**config.mk**
```make
export PLATFORM = sky130hd
export DESIGN_NAME = websocket_frame_deframer_flat
export DESIGN_NICKNAME = d
export VERILOG_FILES = /design/src/sv/wsd_pkg.sv /design/src/sv/wsd_req_if.sv /design/src/sv/wsd_rsp_if.sv /design/src/sv/websocket_frame_deframer.sv /design/src/flat_wrapper.sv
export SDC_FILE = /design/constraint.sdc
export NUM_CORES = 1
export LEC_CHECK = 0
export ABC_AREA = 1
export BUFFER_PORTS_ARGS = -buffer_cell sky130_fd_sc_hd__buf_2
export CAP_MARGIN = 20
export CORE_MARGIN = 4
export CORE_UTILIZATION = 35
export CTS_CLUSTER_DIAMETER = 100
export DETAILED_ROUTE_END_ITERATION = 12
export GPL_TIMING_DRIVEN = 0
export PLACE_DENSITY = 0.6
export SETUP_SLACK_MARGIN = 0.05
export SKIP_LAST_GASP = 1
export SLEW_MARGIN = 20
export SYNTH_ARGS = -nofsm -noshare
export SYNTH_HDL_FRONTEND = slang
export SYNTH_SLANG_ARGS = --single-unit
```
**constraint.sdc**
```tcl
create_clock -name clock -period 4.3 [get_ports clock]
set_input_delay 0.215 -clock clock [delete_from_list [all_inputs] [get_ports clock]]
set_output_delay 0.215 -clock clock [all_outputs]
set_load 0.05 [all_outputs]
```
**src/sv/wsd_pkg.sv**
```systemverilog
package wsd_pkg;

   localparam int unsigned BYTE_W   = 8;
   localparam int unsigned STATUS_W = 2;
   localparam int unsigned LEN_W    = 64;
   localparam int unsigned KEY_W    = 32;
   localparam int unsigned EXT_W    = 4;

   // frame_status codes
   localparam logic [STATUS_W-1:0] STATUS_TEXT  = 2'd0;
   localparam logic [STATUS_W-1:0] STATUS_CLOSE = 2'd1;
   localparam logic [STATUS_W-1:0] STATUS_ERROR = 2'd2;

   // opcodes accepted in the first header byte
   localparam logic [3:0] OP_TEXT  = 4'h1;
   localparam logic [3:0] OP_CLOSE = 4'h8;

   // 7-bit length field codes
   localparam logic [6:0] LEN_SHORT_MAX = 7'd125;
   localparam logic [6:0] LEN_EXT16     = 7'd126;

   localparam logic [EXT_W-1:0] EXT16_BYTES = 4'd2;
   localparam logic [EXT_W-1:0] EXT64_BYTES = 4'd8;

endpackage

```
**src/sv/wsd_req_if.sv**
```systemverilog
interface wsd_req_if;
   logic                          valid;
   logic                          ready;
   logic [wsd_pkg::BYTE_W-1:0]    in_byte;

   modport source (output valid, output in_byte, input ready);
   modport sink   (input valid, input in_byte, output ready);
endinterface

```
**src/sv/wsd_rsp_if.sv**
```systemverilog
interface wsd_rsp_if;
   logic                          valid;
   logic                          ready;
   logic [wsd_pkg::BYTE_W-1:0]    out_byte;
   logic                          byte_valid;
   logic                          frame_end;
   logic [wsd_pkg::STATUS_W-1:0]  frame_status;

   modport source (output valid, output out_byte, output byte_valid,
                   output frame_end, output frame_status, input ready);
   modport sink   (input valid, input out_byte, input byte_valid,
                   input frame_end, input frame_status, output ready);
endinterface

```
**src/sv/websocket_frame_deframer.sv**
```systemverilog
// Channel   Direction  Beat contents
// --------  ---------  ---------------------------------------------------
// req_bus   in         in_byte: one received stream byte
// rsp_bus   out        out_byte, byte_valid, frame_end, frame_status
// csr_*     in         require_mask (write only)
//
// One byte per cycle sustained while rsp_bus does not stall: an input register
// feeds the header/unmask logic, whose result beat, if any, lands in an output register.
// Synchronous active-high reset returns the parser to the first header byte
// and sets require_mask. A stalled rsp_bus holds the input stage once it is
// full; header and key bytes still need the output slot free to move on.
module websocket_frame_deframer (
   input  logic                clock,
   input  logic                reset,
   wsd_req_if.sink             req_bus,
   wsd_rsp_if.source           rsp_bus,
   input  logic                csr_wr_en,
   input  logic                csr_wr_data
);

   typedef enum logic [2:0] {
      PH_HDR0,
      PH_HDR1,
      PH_EXT,
      PH_KEY,
      PH_DATA,
      PH_DEAD
   } phase_type;

   phase_type                          phase_ff, phase_in;
   logic                               close_ff, close_in;
   logic [wsd_pkg::EXT_W-1:0]          ext_left_ff, ext_left_in;
   logic [wsd_pkg::LEN_W-1:0]          payload_left_ff, payload_left_in;
   logic [wsd_pkg::KEY_W-1:0]          mask_key_ff, mask_key_in;
   logic [1:0]                         key_index_ff, key_index_in;
   logic                               require_mask_ff;

   logic                               in_valid_ff;
   logic [wsd_pkg::BYTE_W-1:0]         in_byte_ff;

   logic                               out_valid_ff, out_valid_in;
   logic [wsd_pkg::BYTE_W-1:0]         out_byte_ff;
   logic                               byte_valid_ff;
   logic                               frame_end_ff;
   logic [wsd_pkg::STATUS_W-1:0]       frame_status_ff;

   logic                               advance;
   logic                               res_valid;
   logic [wsd_pkg::BYTE_W-1:0]         res_byte;
   logic                               res_byte_valid;
   logic                               res_end;
   logic [wsd_pkg::STATUS_W-1:0]       res_status;
   logic [wsd_pkg::STATUS_W-1:0]       done_status;
   logic [3:0]                         opcode;
   logic [6:0]                         len7;
   logic [wsd_pkg::BYTE_W-1:0]         key_byte;

   // the stage moves whenever the output slot is free or being drained
   assign advance       = in_valid_ff && (!out_valid_ff || rsp_bus.ready);
   assign req_bus.ready = !in_valid_ff || advance;

   assign opcode      = in_byte_ff[3:0];
   assign len7        = in_byte_ff[6:0];
   assign key_byte    = mask_key_ff[{~key_index_ff, 3'b000} +: wsd_pkg::BYTE_W];
   assign done_status = close_ff ? wsd_pkg::STATUS_CLOSE : wsd_pkg::STATUS_TEXT;

   always_comb begin
      phase_in        = phase_ff;
      close_in        = close_ff;
      ext_left_in     = ext_left_ff;
      payload_left_in = payload_left_ff;
      mask_key_in     = mask_key_ff;
      key_index_in    = key_index_ff;
      res_valid       = 1'b0;
      res_byte        = '0;
      res_byte_valid  = 1'b0;
      res_end         = 1'b0;
      res_status      = wsd_pkg::STATUS_TEXT;
      if (advance) begin
         unique case (phase_ff)
            PH_HDR0: begin
               if (!in_byte_ff[7] || (in_byte_ff[6:4] != 3'b000) ||
                   ((opcode != wsd_pkg::OP_TEXT) && (opcode != wsd_pkg::OP_CLOSE))) begin
                  phase_in   = PH_DEAD;
                  res_valid  = 1'b1;
                  res_end    = 1'b1;
                  res_status = wsd_pkg::STATUS_ERROR;
               end else begin
                  close_in = (opcode == wsd_pkg::OP_CLOSE);
                  phase_in = PH_HDR1;
               end
            end
            PH_HDR1: begin
               if (require_mask_ff && !in_byte_ff[7]) begin
                  phase_in   = PH_DEAD;
                  res_valid  = 1'b1;
                  res_end    = 1'b1;
                  res_status = wsd_pkg::STATUS_ERROR;
               end else begin
                  mask_key_in  = '0;
                  key_index_in = '0;
                  if (len7 <= wsd_pkg::LEN_SHORT_MAX) begin
                     payload_left_in = {{(wsd_pkg::LEN_W-7){1'b0}}, len7};
                     phase_in        = PH_KEY;
                  end else begin
                     payload_left_in = '0;
                     ext_left_in     = (len7 == wsd_pkg::LEN_EXT16) ?
                                       wsd_pkg::EXT16_BYTES : wsd_pkg::EXT64_BYTES;
                     phase_in        = PH_EXT;
                  end
               end
            end
            PH_EXT: begin
               payload_left_in = {payload_left_ff[wsd_pkg::LEN_W-9:0], in_byte_ff};
               ext_left_in     = ext_left_ff - 4'd1;
               if (ext_left_ff == 4'd1) begin
                  // top bit of the assembled length comes from bit 55 before the shift
                  if (payload_left_ff[wsd_pkg::LEN_W-9]) begin
                     phase_in   = PH_DEAD;
                     res_valid  = 1'b1;
                     res_end    = 1'b1;
                     res_status = wsd_pkg::STATUS_ERROR;
                  end else begin
                     phase_in = PH_KEY;
                  end
               end
            end
            PH_KEY: begin
               mask_key_in  = {mask_key_ff[wsd_pkg::KEY_W-9:0], in_byte_ff};
               key_index_in = key_index_ff + 2'd1;
               if (key_index_ff == 2'd3) begin
                  if (payload_left_ff == '0) begin
                     phase_in   = PH_HDR0;
                     res_valid  = 1'b1;
                     res_end    = 1'b1;
                     res_status = done_status;
                  end else begin
                     phase_in = PH_DATA;
                  end
               end
            end
            PH_DATA: begin
               key_index_in    = key_index_ff + 2'd1;
               payload_left_in = payload_left_ff - 64'd1;
               res_valid       = 1'b1;
               res_byte        = in_byte_ff ^ key_byte;
               res_byte_valid  = 1'b1;
               if (payload_left_ff == 64'd1) begin
                  phase_in   = PH_HDR0;
                  res_end    = 1'b1;
                  res_status = done_status;
               end
            end
            default: begin
               phase_in = PH_DEAD;
            end
         endcase
      end
   end

   always_comb begin
      if (advance) begin
         out_valid_in = res_valid;
      end else begin
         out_valid_in = out_valid_ff && !rsp_bus.ready;
      end
   end

   always_ff @(posedge clock) begin
      if (reset) begin
         phase_ff        <= PH_HDR0;
         close_ff        <= 1'b0;
         ext_left_ff     <= '0;
         payload_left_ff <= '0;
         mask_key_ff     <= '0;
         key_index_ff    <= '0;
         require_mask_ff <= 1'b1;
         in_valid_ff     <= 1'b0;
         out_valid_ff    <= 1'b0;
      end else begin
         phase_ff        <= phase_in;
         close_ff        <= close_in;
         ext_left_ff     <= ext_left_in;
         payload_left_ff <= payload_left_in;
         mask_key_ff     <= mask_key_in;
         key_index_ff    <= key_index_in;
         if (csr_wr_en) begin
            require_mask_ff <= csr_wr_data;
         end
         if (req_bus.ready) begin
            in_valid_ff <= req_bus.valid;
         end
         out_valid_ff <= out_valid_in;
      end
   end

   always_ff @(posedge clock) begin
      if (req_bus.valid && req_bus.ready) begin
         in_byte_ff <= req_bus.in_byte;
      end
      if (advance && res_valid) begin
         out_byte_ff     <= res_byte;
         byte_valid_ff   <= res_byte_valid;
         frame_end_ff    <= res_end;
         frame_status_ff <= res_status;
      end
   end

   assign rsp_bus.valid        = out_valid_ff;
   assign rsp_bus.out_byte     = out_byte_ff;
   assign rsp_bus.byte_valid   = byte_valid_ff;
   assign rsp_bus.frame_end    = frame_end_ff;
   assign rsp_bus.frame_status = frame_status_ff;

endmodule
```
**src/flat_wrapper.sv**
```systemverilog
// flat-port wrapper written by rule: the top's interface ports become plain ports
module websocket_frame_deframer_flat 
  (clock, reset, csr_wr_en, csr_wr_data, req_bus_valid, req_bus_in_byte, req_bus_ready, rsp_bus_valid, rsp_bus_out_byte, rsp_bus_byte_valid, rsp_bus_frame_end, rsp_bus_frame_status, rsp_bus_ready);
  wsd_req_if req_bus_i ();
  wsd_rsp_if rsp_bus_i ();
  input  logic clock;
  input  logic reset;
  input  logic csr_wr_en;
  input  logic csr_wr_data;
  input wire logic [$bits(req_bus_i.valid)-1:0] req_bus_valid;
  input wire logic [$bits(req_bus_i.in_byte)-1:0] req_bus_in_byte;
  output wire logic [$bits(req_bus_i.ready)-1:0] req_bus_ready;
  output wire logic [$bits(rsp_bus_i.valid)-1:0] rsp_bus_valid;
  output wire logic [$bits(rsp_bus_i.out_byte)-1:0] rsp_bus_out_byte;
  output wire logic [$bits(rsp_bus_i.byte_valid)-1:0] rsp_bus_byte_valid;
  output wire logic [$bits(rsp_bus_i.frame_end)-1:0] rsp_bus_frame_end;
  output wire logic [$bits(rsp_bus_i.frame_status)-1:0] rsp_bus_frame_status;
  input wire logic [$bits(rsp_bus_i.ready)-1:0] rsp_bus_ready;
  assign req_bus_i.valid = req_bus_valid;
  assign req_bus_i.in_byte = req_bus_in_byte;
  assign req_bus_ready = req_bus_i.ready;
  assign rsp_bus_valid = rsp_bus_i.valid;
  assign rsp_bus_out_byte = rsp_bus_i.out_byte;
  assign rsp_bus_byte_valid = rsp_bus_i.byte_valid;
  assign rsp_bus_frame_end = rsp_bus_i.frame_end;
  assign rsp_bus_frame_status = rsp_bus_i.frame_status;
  assign rsp_bus_i.ready = rsp_bus_ready;
  websocket_frame_deframer u_core (.clock(clock), .reset(reset), .req_bus(req_bus_i), .rsp_bus(rsp_bus_i), .csr_wr_en(csr_wr_en), .csr_wr_data(csr_wr_data));
endmodule
```
# --- Word level (Yosys, flattened, before mapping) ---
# Cells that the tools add are included.
word_totals:
  register_bits: 129
  inputBits: 14
  output_inout_bits: 14
  word_cells: 108
op_classes:
  n_addsub: 3
  magnitude_cmp: 1
  n_eq_ne: 16
  shifts: 1
  n_mux: 41
  bitwise: 3
  reduce_logical: 29
ops:
  columns: ["cell", "n"]
  rows:
  - ["64-bit case mux with 3 select lines", 1]
  - ["64-bit by 1-bit equality test with 1-bit output (second input constant)", 1]
  - ["64-bit zero test", 1]
  - ["64-bit two-way mux", 1]
  - ["32-bit case mux with 2 select lines", 1]
  - ["64-bit by 1-bit subtractor with 64-bit output (second input constant)", 1]
  - ["32-bit two-way mux", 1]
  - ["32-bit by 6-bit variable part select with 8-bit output", 1]
  - ["3-bit two-way mux", 7]
  - ["2-bit two-way mux", 8]
  - ["3-bit case mux with 5 select lines", 1]
  - ["1-bit two-way mux", 12]
  - ["4-bit two-way mux", 3]
  - ["3-bit AND reduction", 4]
  - ["1-bit case mux with 5 select lines", 2]
  - ["2-bit case mux with 5 select lines", 1]
  - ["4-bit case mux with 2 select lines", 1]
  - ["4-bit AND reduction", 2]
  - ["8-bit bitwise XOR", 1]
  - ["7-bit equality test (second input constant)", 1]
  - ["7-bit <= comparator (second input constant)", 1]
  - ["7-bit two-way mux", 1]
  - ["3-bit by 2-bit equality test with 1-bit output (second input constant)", 2]
  - ["1-bit logical AND", 6]
  - ["21 further kinds", 33]

# --- Logic depth before layout (Yosys ltp) ---
# Gate-level depths: netlist (run 1).
depth:
  word_depth: 7
  mapped_depth: 12
  depth_no_buf: 12

# --- Worst setup path before layout (run 1) ---
# OpenSTA, ideal clock, no wires.
synth_path:
  path_kind: "flip-flop to flip-flop"
  startpoint: "register u_core.payload_left_ff[1] in the netlist's numbering"
  endpoint: "register u_core.byte_valid_ff (netlist: u_core.rsp_bus.byte_valid), enable pin"
  setup_time_ps: 344
  arrival_time_ps: 1705
  required_time_ps: 3956
  path_slack_ps: 2251
  stages_incl_launch_ff: 11
  synth_period_minus_slack_ps: 2049
  cell_sequence: "dfxtp_1 -> inv_1 -> ha_1 -> nand2_1 -> nor2_4 -> nand2_2 -> nor2_4 -> nand4_1 -> nand3_1 -> nand2_1 -> inv_1"
synth_via:
  elab_chain_len: 6
synth_rtl:
  columns: ["item", "line", "source"]
  rows:
  - ["start, declared", "websocket_frame_deframer.sv:33", "logic [wsd_pkg::LEN_W-1:0] payload_left_ff, payload_left_in;"]
  - ["start signal, assigned", "websocket_frame_deframer.sv:184", "payload_left_ff <= payload_left_in;"]
  - ["64-bit zero test", "websocket_frame_deframer.sv:132", "if (payload_left_ff == '0) begin"]
  - ["1-bit two-way mux", "websocket_frame_deframer.sv:132", null]
  - ["1-bit two-way mux", "websocket_frame_deframer.sv:131", "if (key_index_ff == 2'd3) begin"]
  - ["1-bit case mux with 5 select lines", "websocket_frame_deframer.sv:80", "unique case (phase_ff)"]
  - ["1-bit two-way mux", "websocket_frame_deframer.sv:79", "if (advance) begin"]
  - ["1-bit logical AND", "websocket_frame_deframer.sv:201", "if (advance && res_valid) begin"]
  - ["end signal, assigned", "websocket_frame_deframer.sv:203", "byte_valid_ff <= res_byte_valid;"]
  - ["end, declared", "websocket_frame_deframer.sv:43", "logic byte_valid_ff;"]
# No other way between the ends.
# A chain may end at the register's enable or synchronous reset.

# --- Worst setup path after layout (run 1) ---
layout_path:
  startpoint: "register u_core.payload_left_ff[0] in the netlist's numbering"
  endpoint: "register u_core.frame_status_ff, in the netlist u_core.rsp_bus.frame_status[0], enable pin"
layout_via:
  elab_chain_len: 6
layout_rtl:
  columns: ["item", "line", "source"]
  rows:
  - ["64-bit zero test", "websocket_frame_deframer.sv:132", null]
  - ["1-bit two-way mux", "websocket_frame_deframer.sv:132", null]
  - ["1-bit two-way mux", "websocket_frame_deframer.sv:131", null]
  - ["1-bit case mux with 5 select lines", "websocket_frame_deframer.sv:80", null]
  - ["1-bit two-way mux", "websocket_frame_deframer.sv:79", null]
  - ["1-bit logical AND", "websocket_frame_deframer.sv:201", null]
  - ["end signal, assigned", "websocket_frame_deframer.sv:205", "frame_status_ff <= res_status;"]
  - ["end, declared", "websocket_frame_deframer.sv:45", "logic [wsd_pkg::STATUS_W-1:0] frame_status_ff;"]
# No other way between the ends.

==> run_results.csv, run 1 <==
group,metric,value,unit
outcome,outcome,"finished clean",
synthesis,synth_top_family_by_area,"simple AND/OR/NAND/NOR gates",
floorplan,coreArea,0.0220,mm^2
finish,insertedDiodeCount,0,
power_and_ir_drop,p_int,2.37,mW
setup_path,cp-startpoint,"u_core.payload_left_ff[0]",
grt,grt_pass1_wl,42700,um
synthesis,ys_seq_area_frac,0.352,
synthesis,yosysTopAreaCell,"dfxtp_1",
grt,grt_max_degree,17,
clocking,htree_levels,4,
placed_design,placed_cells,1611,
placed_design,post-dp-hpwl,19500,um
sta,maxSlewViolCount,0,
clocking,clk_pin_slew,0.07,ns
power_and_ir_drop,peakVddDrop,0.000258,V
route,vias,8579,
floorplan,io_pins,28,
sta,fmax,359,MHz
sta,rsz0062_at_grt,"no",
clocking,insertion_delay,0.44,ns
power_and_ir_drop,sw_frac_of_total,0.400,
worst_hold_path,min_from,"req_bus_valid",
setup_path,worstPathRequired,4.37,ns
setup_path,cp_max_fo,12,
synthesis,synth_simple_gate_area_frac,0.412,
route,route.detailed.drc,0,
route,via_per_inst,5.19,
grt,antenna_found_initial,0,
route,wl_per_cell,16.1,um
synthesis,syn-cell-area,0.00791,mm^2
finish,seqCellArea,0.00278,mm^2
power_and_ir_drop,power.switching,1.58,mW
synthesis,ys_ff_latch,129,
sta,fin_crit_sh,0.647,
synthesis,yosysWarnings,0,
finish,fill_cells,2396,
synthesis,synth_flop_cell,"dfxtp_1",
sta,relSlewSlack,0.474,
floorplan,die_y,158,um
synthesis,ys_types,35,
route,drtIter0Drc,747,
synthesis,synth_top_cells_by_count,"nand2_1 (519), nor2_1 (166), a21oi_1 (132), dfxtp_1 (109), inv_1 (93)",
clocking,cts_buffer_depth,2,
synthesis,syn-num-nets,1324,
synthesis,syn_inst,1305,
synthesis,netlist_top_cells_area,"dfxtp_1 (28%), nand2_1 (25%), a21oi_1 (8.4%)",
finish,nNetsFinal,1379,
power_and_ir_drop,finalPower,3.95,mW
floorplan,rows,54,
synthesis,yosys.area.top_type_share,0.276,
synthesis,synth_xor_area_frac,0.00443,
placed_design,portBuffers,26,
synthesis,syn_avg_cell_area,6.06,um^2
placed_design,place.gp.congestion,0.931,
clocking,cts_tree,"built",
sta,final_hold_viol_count,0,
synthesis,async_reset_ff_frac,0,
setup_path,r2r_start,"u_core.payload_left_ff[0]",
finish,syn2layout_area_growth,14.7,%
finish,drive_above_1_share,0.0801,
synthesis,synth_most_common_cell,"nand2_1",
route,ant_nets,0,
floorplan,start_util,0.359,
synthesis,synth_mux_area_frac,0,
finish,multi_input_area,0.00452,mm^2
finish,postLayoutCellArea,0.00907,mm^2
setup_path,critPathKind,"flip-flop to flip-flop",
setup_path,cp-start-kind,"flip-flop",
sta,tightest_slew,0.790,ns
grt,grt_pass1_vias,8108,
setup_path,end_kind,"flip-flop",
floorplan,die_area,0.0251,mm^2
worst_hold_path,hp-class,"input pin to flip-flop",
power_and_ir_drop,clkPwrFrac,0.373,
synthesis,synth_enable_flop_cells,20,
clocking,cts_resized,0,
clocking,post_cts_buffers,0,
clocking,cts_buffers,17,
sta,finalSetupViolations,0,
grt,overflow,0,
sta,fin_setup_tns,0,ns
clocking,cts_sinks,129,
power_and_ir_drop,p_leak,3.99,nW
setup_path,worstPathArrival,2.86,ns
power_and_ir_drop,power_density,435,mW/mm^2
sta,layout_min_cycle_time,2.78,ns
sta,worst_clock_skew,0.0122,ns
route,dr.pass1.iters,7,
route,wl,26600,um
placed_design,dpl_cell_area,0.00839,mm^2
power_and_ir_drop,p_seq_frac,0.328,
synthesis,yosys.area_share.adder,0.00791,
flow_run,maxCapViolCount,0,
power_and_ir_drop,combPwrFrac,0.299,
finish,stdcell_count,1653,
synthesis,synth_compound_area_frac,0.148,
grt,track_usage,0.217,
clocking,cts_root_buf,"clkbuf_16",
floorplan,die_w,158,um
metal layers:
metal / global-route usage / vias up / wire (um)
li1: - / 4297 / -
met1: 0.287 / 3883 / 11700
met2: 0.348 / 331 / 12000
met3: 0.0413 / 68 / 1920
met4: 0.0959 / 0 / 984
met5: 0 / - / 0
cell families after synthesis:
logic type,Yosys count
compound gates,214
xor+xnor,4
fa+ha+maj,5
buf+inv,147
flops,129
simple gates,806
critical path, stage by stage (launching register included):
cell and delay (ns):
dfxtp_1 0.33, inv_1 0.13, ha_1 0.26, nand2_1 0.18, nor2_4 0.24, nand2_2 0.13, nor2_4 0.32, nand4_1 0.17
nand3_1 0.13, nand2_1 0.09, inv_1 0.42
what timing repair did:
action                                  4_1_cts  5_1_grt
hold endpoints to repair                      9        0
endpoints found under the setup margin        0        0
hold buffers                                 10        0
stage by stage:
| step | worst slack, ns | hold slack, ns | utilization |
|---|---|---|---|
| floorplan | 2.25 | 0.314 | - |
| global placement | 1.56 | 0.393 | 0.381 |
| detailed placement | 1.54 | 0.393 | 0.381 |
| CTS | 1.50 | 0.0371 | 0.412 |
| global route | 1.29 | 0.0573 | 0.412 |
| finish | 1.52 | 0.0437 | 0.412 |
final timing paths:
| check | to | slack [ns] | depth (start not counted) |
|---|---|---|---|
| hold / removal | u_core.in_valid_ff | 0.04 | 3 |
| hold reg to reg | u_core.mask_key_ff[28] | 0.46 | 2 |
| setup / recovery | u_core.rsp_bus.frame_status[0] | 1.52 | 10 |
| setup reg to reg | u_core.rsp_bus.frame_status[0] | 1.52 | 10 |
flip-flops by register name, summed over array words and instances (netlist names), 2 cells and up:
| signal | flops |
|---|---|
| u_core.ext_left_ff | 4 |
| u_core.in_byte_ff | 8 |
| u_core.key_index_ff | 2 |
| u_core.mask_key_ff | 32 |
| u_core.payload_left_ff | 64 |
| u_core.phase_ff | 3 |
| u_core.rsp_bus.frame_status | 2 |
| u_core.rsp_bus.out_byte | 8 |
power by group through the flow:
stage / sequential [mW] / combinational (mW) / clock (mW)
floorplan: 1.34 / 0.794 / 0
global placement: 1.32 / 1.13 / 0
detailed placement: 1.32 / 1.15 / 0
CTS: 1.30 / 1.16 / 1.49
global route: 1.30 / 1.32 / 1.55
finish: 1.30 / 1.18 / 1.47
area by class of cell:
class                           count  area share
Tap cell                          280      0.0386
Buffer                             48      0.0255
Timing Repair Buffer               36      0.0254
Inverter                           99      0.0410
Clock inverter                     15      0.0174
Sequential cell                   129       0.307
Clock buffer                       17      0.0469
Multi-Input combinational cell   1029       0.498
cell usage in the layout, fill, tap and decap left out, drive strengths merged:
master,count
edfxtp,20
ha,5
nand3,87
o22ai,8
buf,47
a41oi,1
dfxtp,109
clkinv,4
nand3b,1
a32o,5
a211oi,4
inv,109
o21ai,51
nand4,2
xor2,4
o211ai,1
a31oi,1
nor3,6
a21oi,133
nand2,522
clkbuf,44
nor3b,1
clkinvlp,1
a32oi,3
dlygate4sd3,10
nor2,187
o21bai,6
a221oi,1
Power figures use the tool's default switching activity.
==> inputs of run 2 (changes only) <==
==> constraint.sdc (replaced) <==
create_clock -name clock -period 2.9 [get_ports clock]
set_input_delay 0.145 -clock clock [delete_from_list [all_inputs] [get_ports clock]]
set_output_delay 0.145 -clock clock [all_outputs]
set_load 0.05 [all_outputs]
==> run 2 against run 1 <==
Against the previous run:
- worst hold slack better by 0.37 ns
- via count is 0.41% lower
- non-clock buffer count is 2 higher
- power is 48% higher
- critical path depth stayed put
- die area stayed put
- clock skew is 0.0039 ns higher
- flip-flop and latch count stayed put
- first-iteration DRC count is 11% higher
- highest routed layer unchanged
==> run_results.csv, run 2 (same netlist as run 1, synthesis figures left out) <==
group,metric,value,unit
finish,stdcell_count,1655,
route,wl_per_cell,16.1,um
grt,grt_pass1_vias,8090,
finish,insertedDiodeCount,0,
clocking,cts_buffers,17,
floorplan,coreArea,0.0220,mm^2
route,vias,8544,
power_and_ir_drop,p_int,3.51,mW
clocking,cts_root_buf,"clkbuf_16",
route,route.detailed.drc,0,
route,ant_nets,0,
setup_path,worstPathRequired,3.02,ns
grt,grt_max_degree,17,
clocking,cts_sinks,129,
setup_path,critPathKind,"flip-flop to flip-flop",
floorplan,rows,54,
route,wl,26600,um
clocking,clk_pin_slew,0.06,ns
power_and_ir_drop,peakVddDrop,0.000379,V
placed_design,post-dp-hpwl,19500,um
placed_design,place.gp.congestion,0.931,
setup_path,end_kind,"flip-flop",
sta,fin_crit_sh,0.903,
sta,fin_setup_tns,0,ns
finish,top_regs,"u_core.payload_left_ff: 64 flops, u_core.mask_key_ff: 32 flops",
sta,tightest_slew,0.751,ns
setup_path,cp_max_fo,12,
clocking,htree_levels,4,
placed_design,portBuffers,26,
power_and_ir_drop,clkPwrFrac,0.373,
sta,maxSlewViolCount,0,
route,dr.pass1.iters,6,
sta,worst_clock_skew,0.0161,ns
floorplan,die_area,0.0251,mm^2
route,drtIter0Drc,831,
finish,fill_cells,2391,
floorplan,start_util,0.359,
finish,seqCellArea,0.00278,mm^2
finish,nNetsFinal,1381,
finish,final_cell_mix,"nand2_1 (519), nor2_1 (166), a21oi_1 (132)",
finish,regMostFlops,"u_core.payload_left_ff",
power_and_ir_drop,combPwrFrac,0.299,
floorplan,die_y,158,um
grt,track_usage,0.217,
power_and_ir_drop,p_leak,3.99,nW
sta,relSlewSlack,0.499,
setup_path,worstPathArrival,2.73,ns
power_and_ir_drop,power.switching,2.35,mW
finish,drive_above_1_share,0.0807,
floorplan,io_pins,28,
finish,final_common_cell,"nand2_1",
route,via_per_inst,5.16,
sta,rsz0062_at_grt,"no",
finish,largest_reg_flops,64,
flow_run,maxCapViolCount,0,
finish,syn2layout_area_growth,15.0,%
sta,layout_min_cycle_time,2.62,ns
finish,multi_input_area,0.00452,mm^2
power_and_ir_drop,sw_frac_of_total,0.401,
grt,grt_pass1_wl,42700,um
outcome,outcome,"finished clean",
grt,overflow,0,
setup_path,cp-start-kind,"flip-flop",
clocking,post_cts_buffers,0,
sta,finalSetupViolations,0,
worst_hold_path,hp-class,"input pin to flip-flop",
sta,fmax,382,MHz
clocking,cts_tree,"built",
power_and_ir_drop,p_seq_frac,0.328,
grt,antenna_found_initial,0,
sta,final_hold_viol_count,0,
floorplan,die_w,158,um
clocking,insertion_delay,0.44,ns
placed_design,placed_cells,1611,
power_and_ir_drop,power_density,644,mW/mm^2
clocking,cts_buffer_depth,2,
==> run 2: changes by cell type in the layout (fill, tap and decap cells not counted), sizes merged <==
cell | before | now
clkinvlp | 1 | 2
dlygate4sd3 | 10 | 12
inv | 109 | 108
==> run 2: worst paths after layout <==
check | depth (start not counted) | endpoint | from | slack (ns)
worst max-delay path | 10 | u_core.rsp_bus.frame_status[0] | u_core.payload_left_ff[1] | 0.28
worst min-delay path | 2 | u_core.in_byte_ff[0] | req_bus_in_byte[0] | 0.41
worst max register to register | 10 | u_core.rsp_bus.frame_status[0] | u_core.payload_left_ff[1] | 0.28
worst min register to register | 2 | u_core.mask_key_ff[28] | u_core.mask_key_ff[28] | 0.46
==> run 2: area by class of cell <==
| type | instances | share of cell area |
|---|---|---|
| Sequential cell | 129 | 0.306 |
| Timing Repair Buffer | 38 | 0.0275 |
| Clock buffer | 17 | 0.0468 |
| Inverter | 99 | 0.0413 |
| Clock inverter | 15 | 0.0173 |
| Tap cell | 280 | 0.0385 |
| Multi-Input combinational cell | 1029 | 0.497 |
| Buffer | 48 | 0.0255 |
==> run 2: critical path, stage by stage (launching register included) <==
cell and delay (ns):
dfxtp_1 0.31, inv_1 0.14, ha_1 0.27, nand2_1 0.18, nor2_4 0.24, nand2_2 0.13
nor2_4 0.33, nand4_1 0.17, nand3_1 0.12, nand2_1 0.12, clkinvlp_4 0.26
==> run 2: repair_timing <==
action | CTS | global route
gates resized for setup | 0 | 1
endpoints found under the hold margin | 11 | 0
hold buffers | 12 | 0
setup endpoints to repair | 0 | 12
==> run 2: power by group through the flow <==
stage	Clock [mW]	Combinational, mW	Sequential, mW
after floorplan	0	1.18	1.99
after CTS	2.21	1.72	1.92
after global routing	2.30	1.96	1.93
after global placement	0	1.68	1.96
final	2.18	1.75	1.92
after detailed placement	0	1.70	1.96
==> run 2: metal layers <==
| layer | part of all wire | up-vias | track usage |
|---|---|---|---|
| li1 | - | 4306 | - |
| met1 | 0.44 | 3886 | 0.286 |
| met2 | 0.45 | 291 | 0.347 |
| met3 | 0.070 | 61 | 0.0416 |
| met4 | 0.036 | 0 | 0.0959 |
| met5 | 0 | - | 0 |
==> run 2: per-stage QoR <==
step | hold WS, ns | power, mW | util | instance area (um^2) | setup WS, ns
floorplan | 0.244 | 3.17 | - | 7910 | 0.851
global placement | 0.323 | 3.64 | 0.381 | 8390 | 0.161
detailed placement | 0.323 | 3.66 | 0.381 | 8390 | 0.139
CTS | 0.406 | 5.86 | 0.413 | 9090 | 0.101
global route | 0.418 | 6.18 | 0.413 | 9090 | 0.0840
finish | 0.414 | 5.86 | 0.413 | 9090 | 0.282
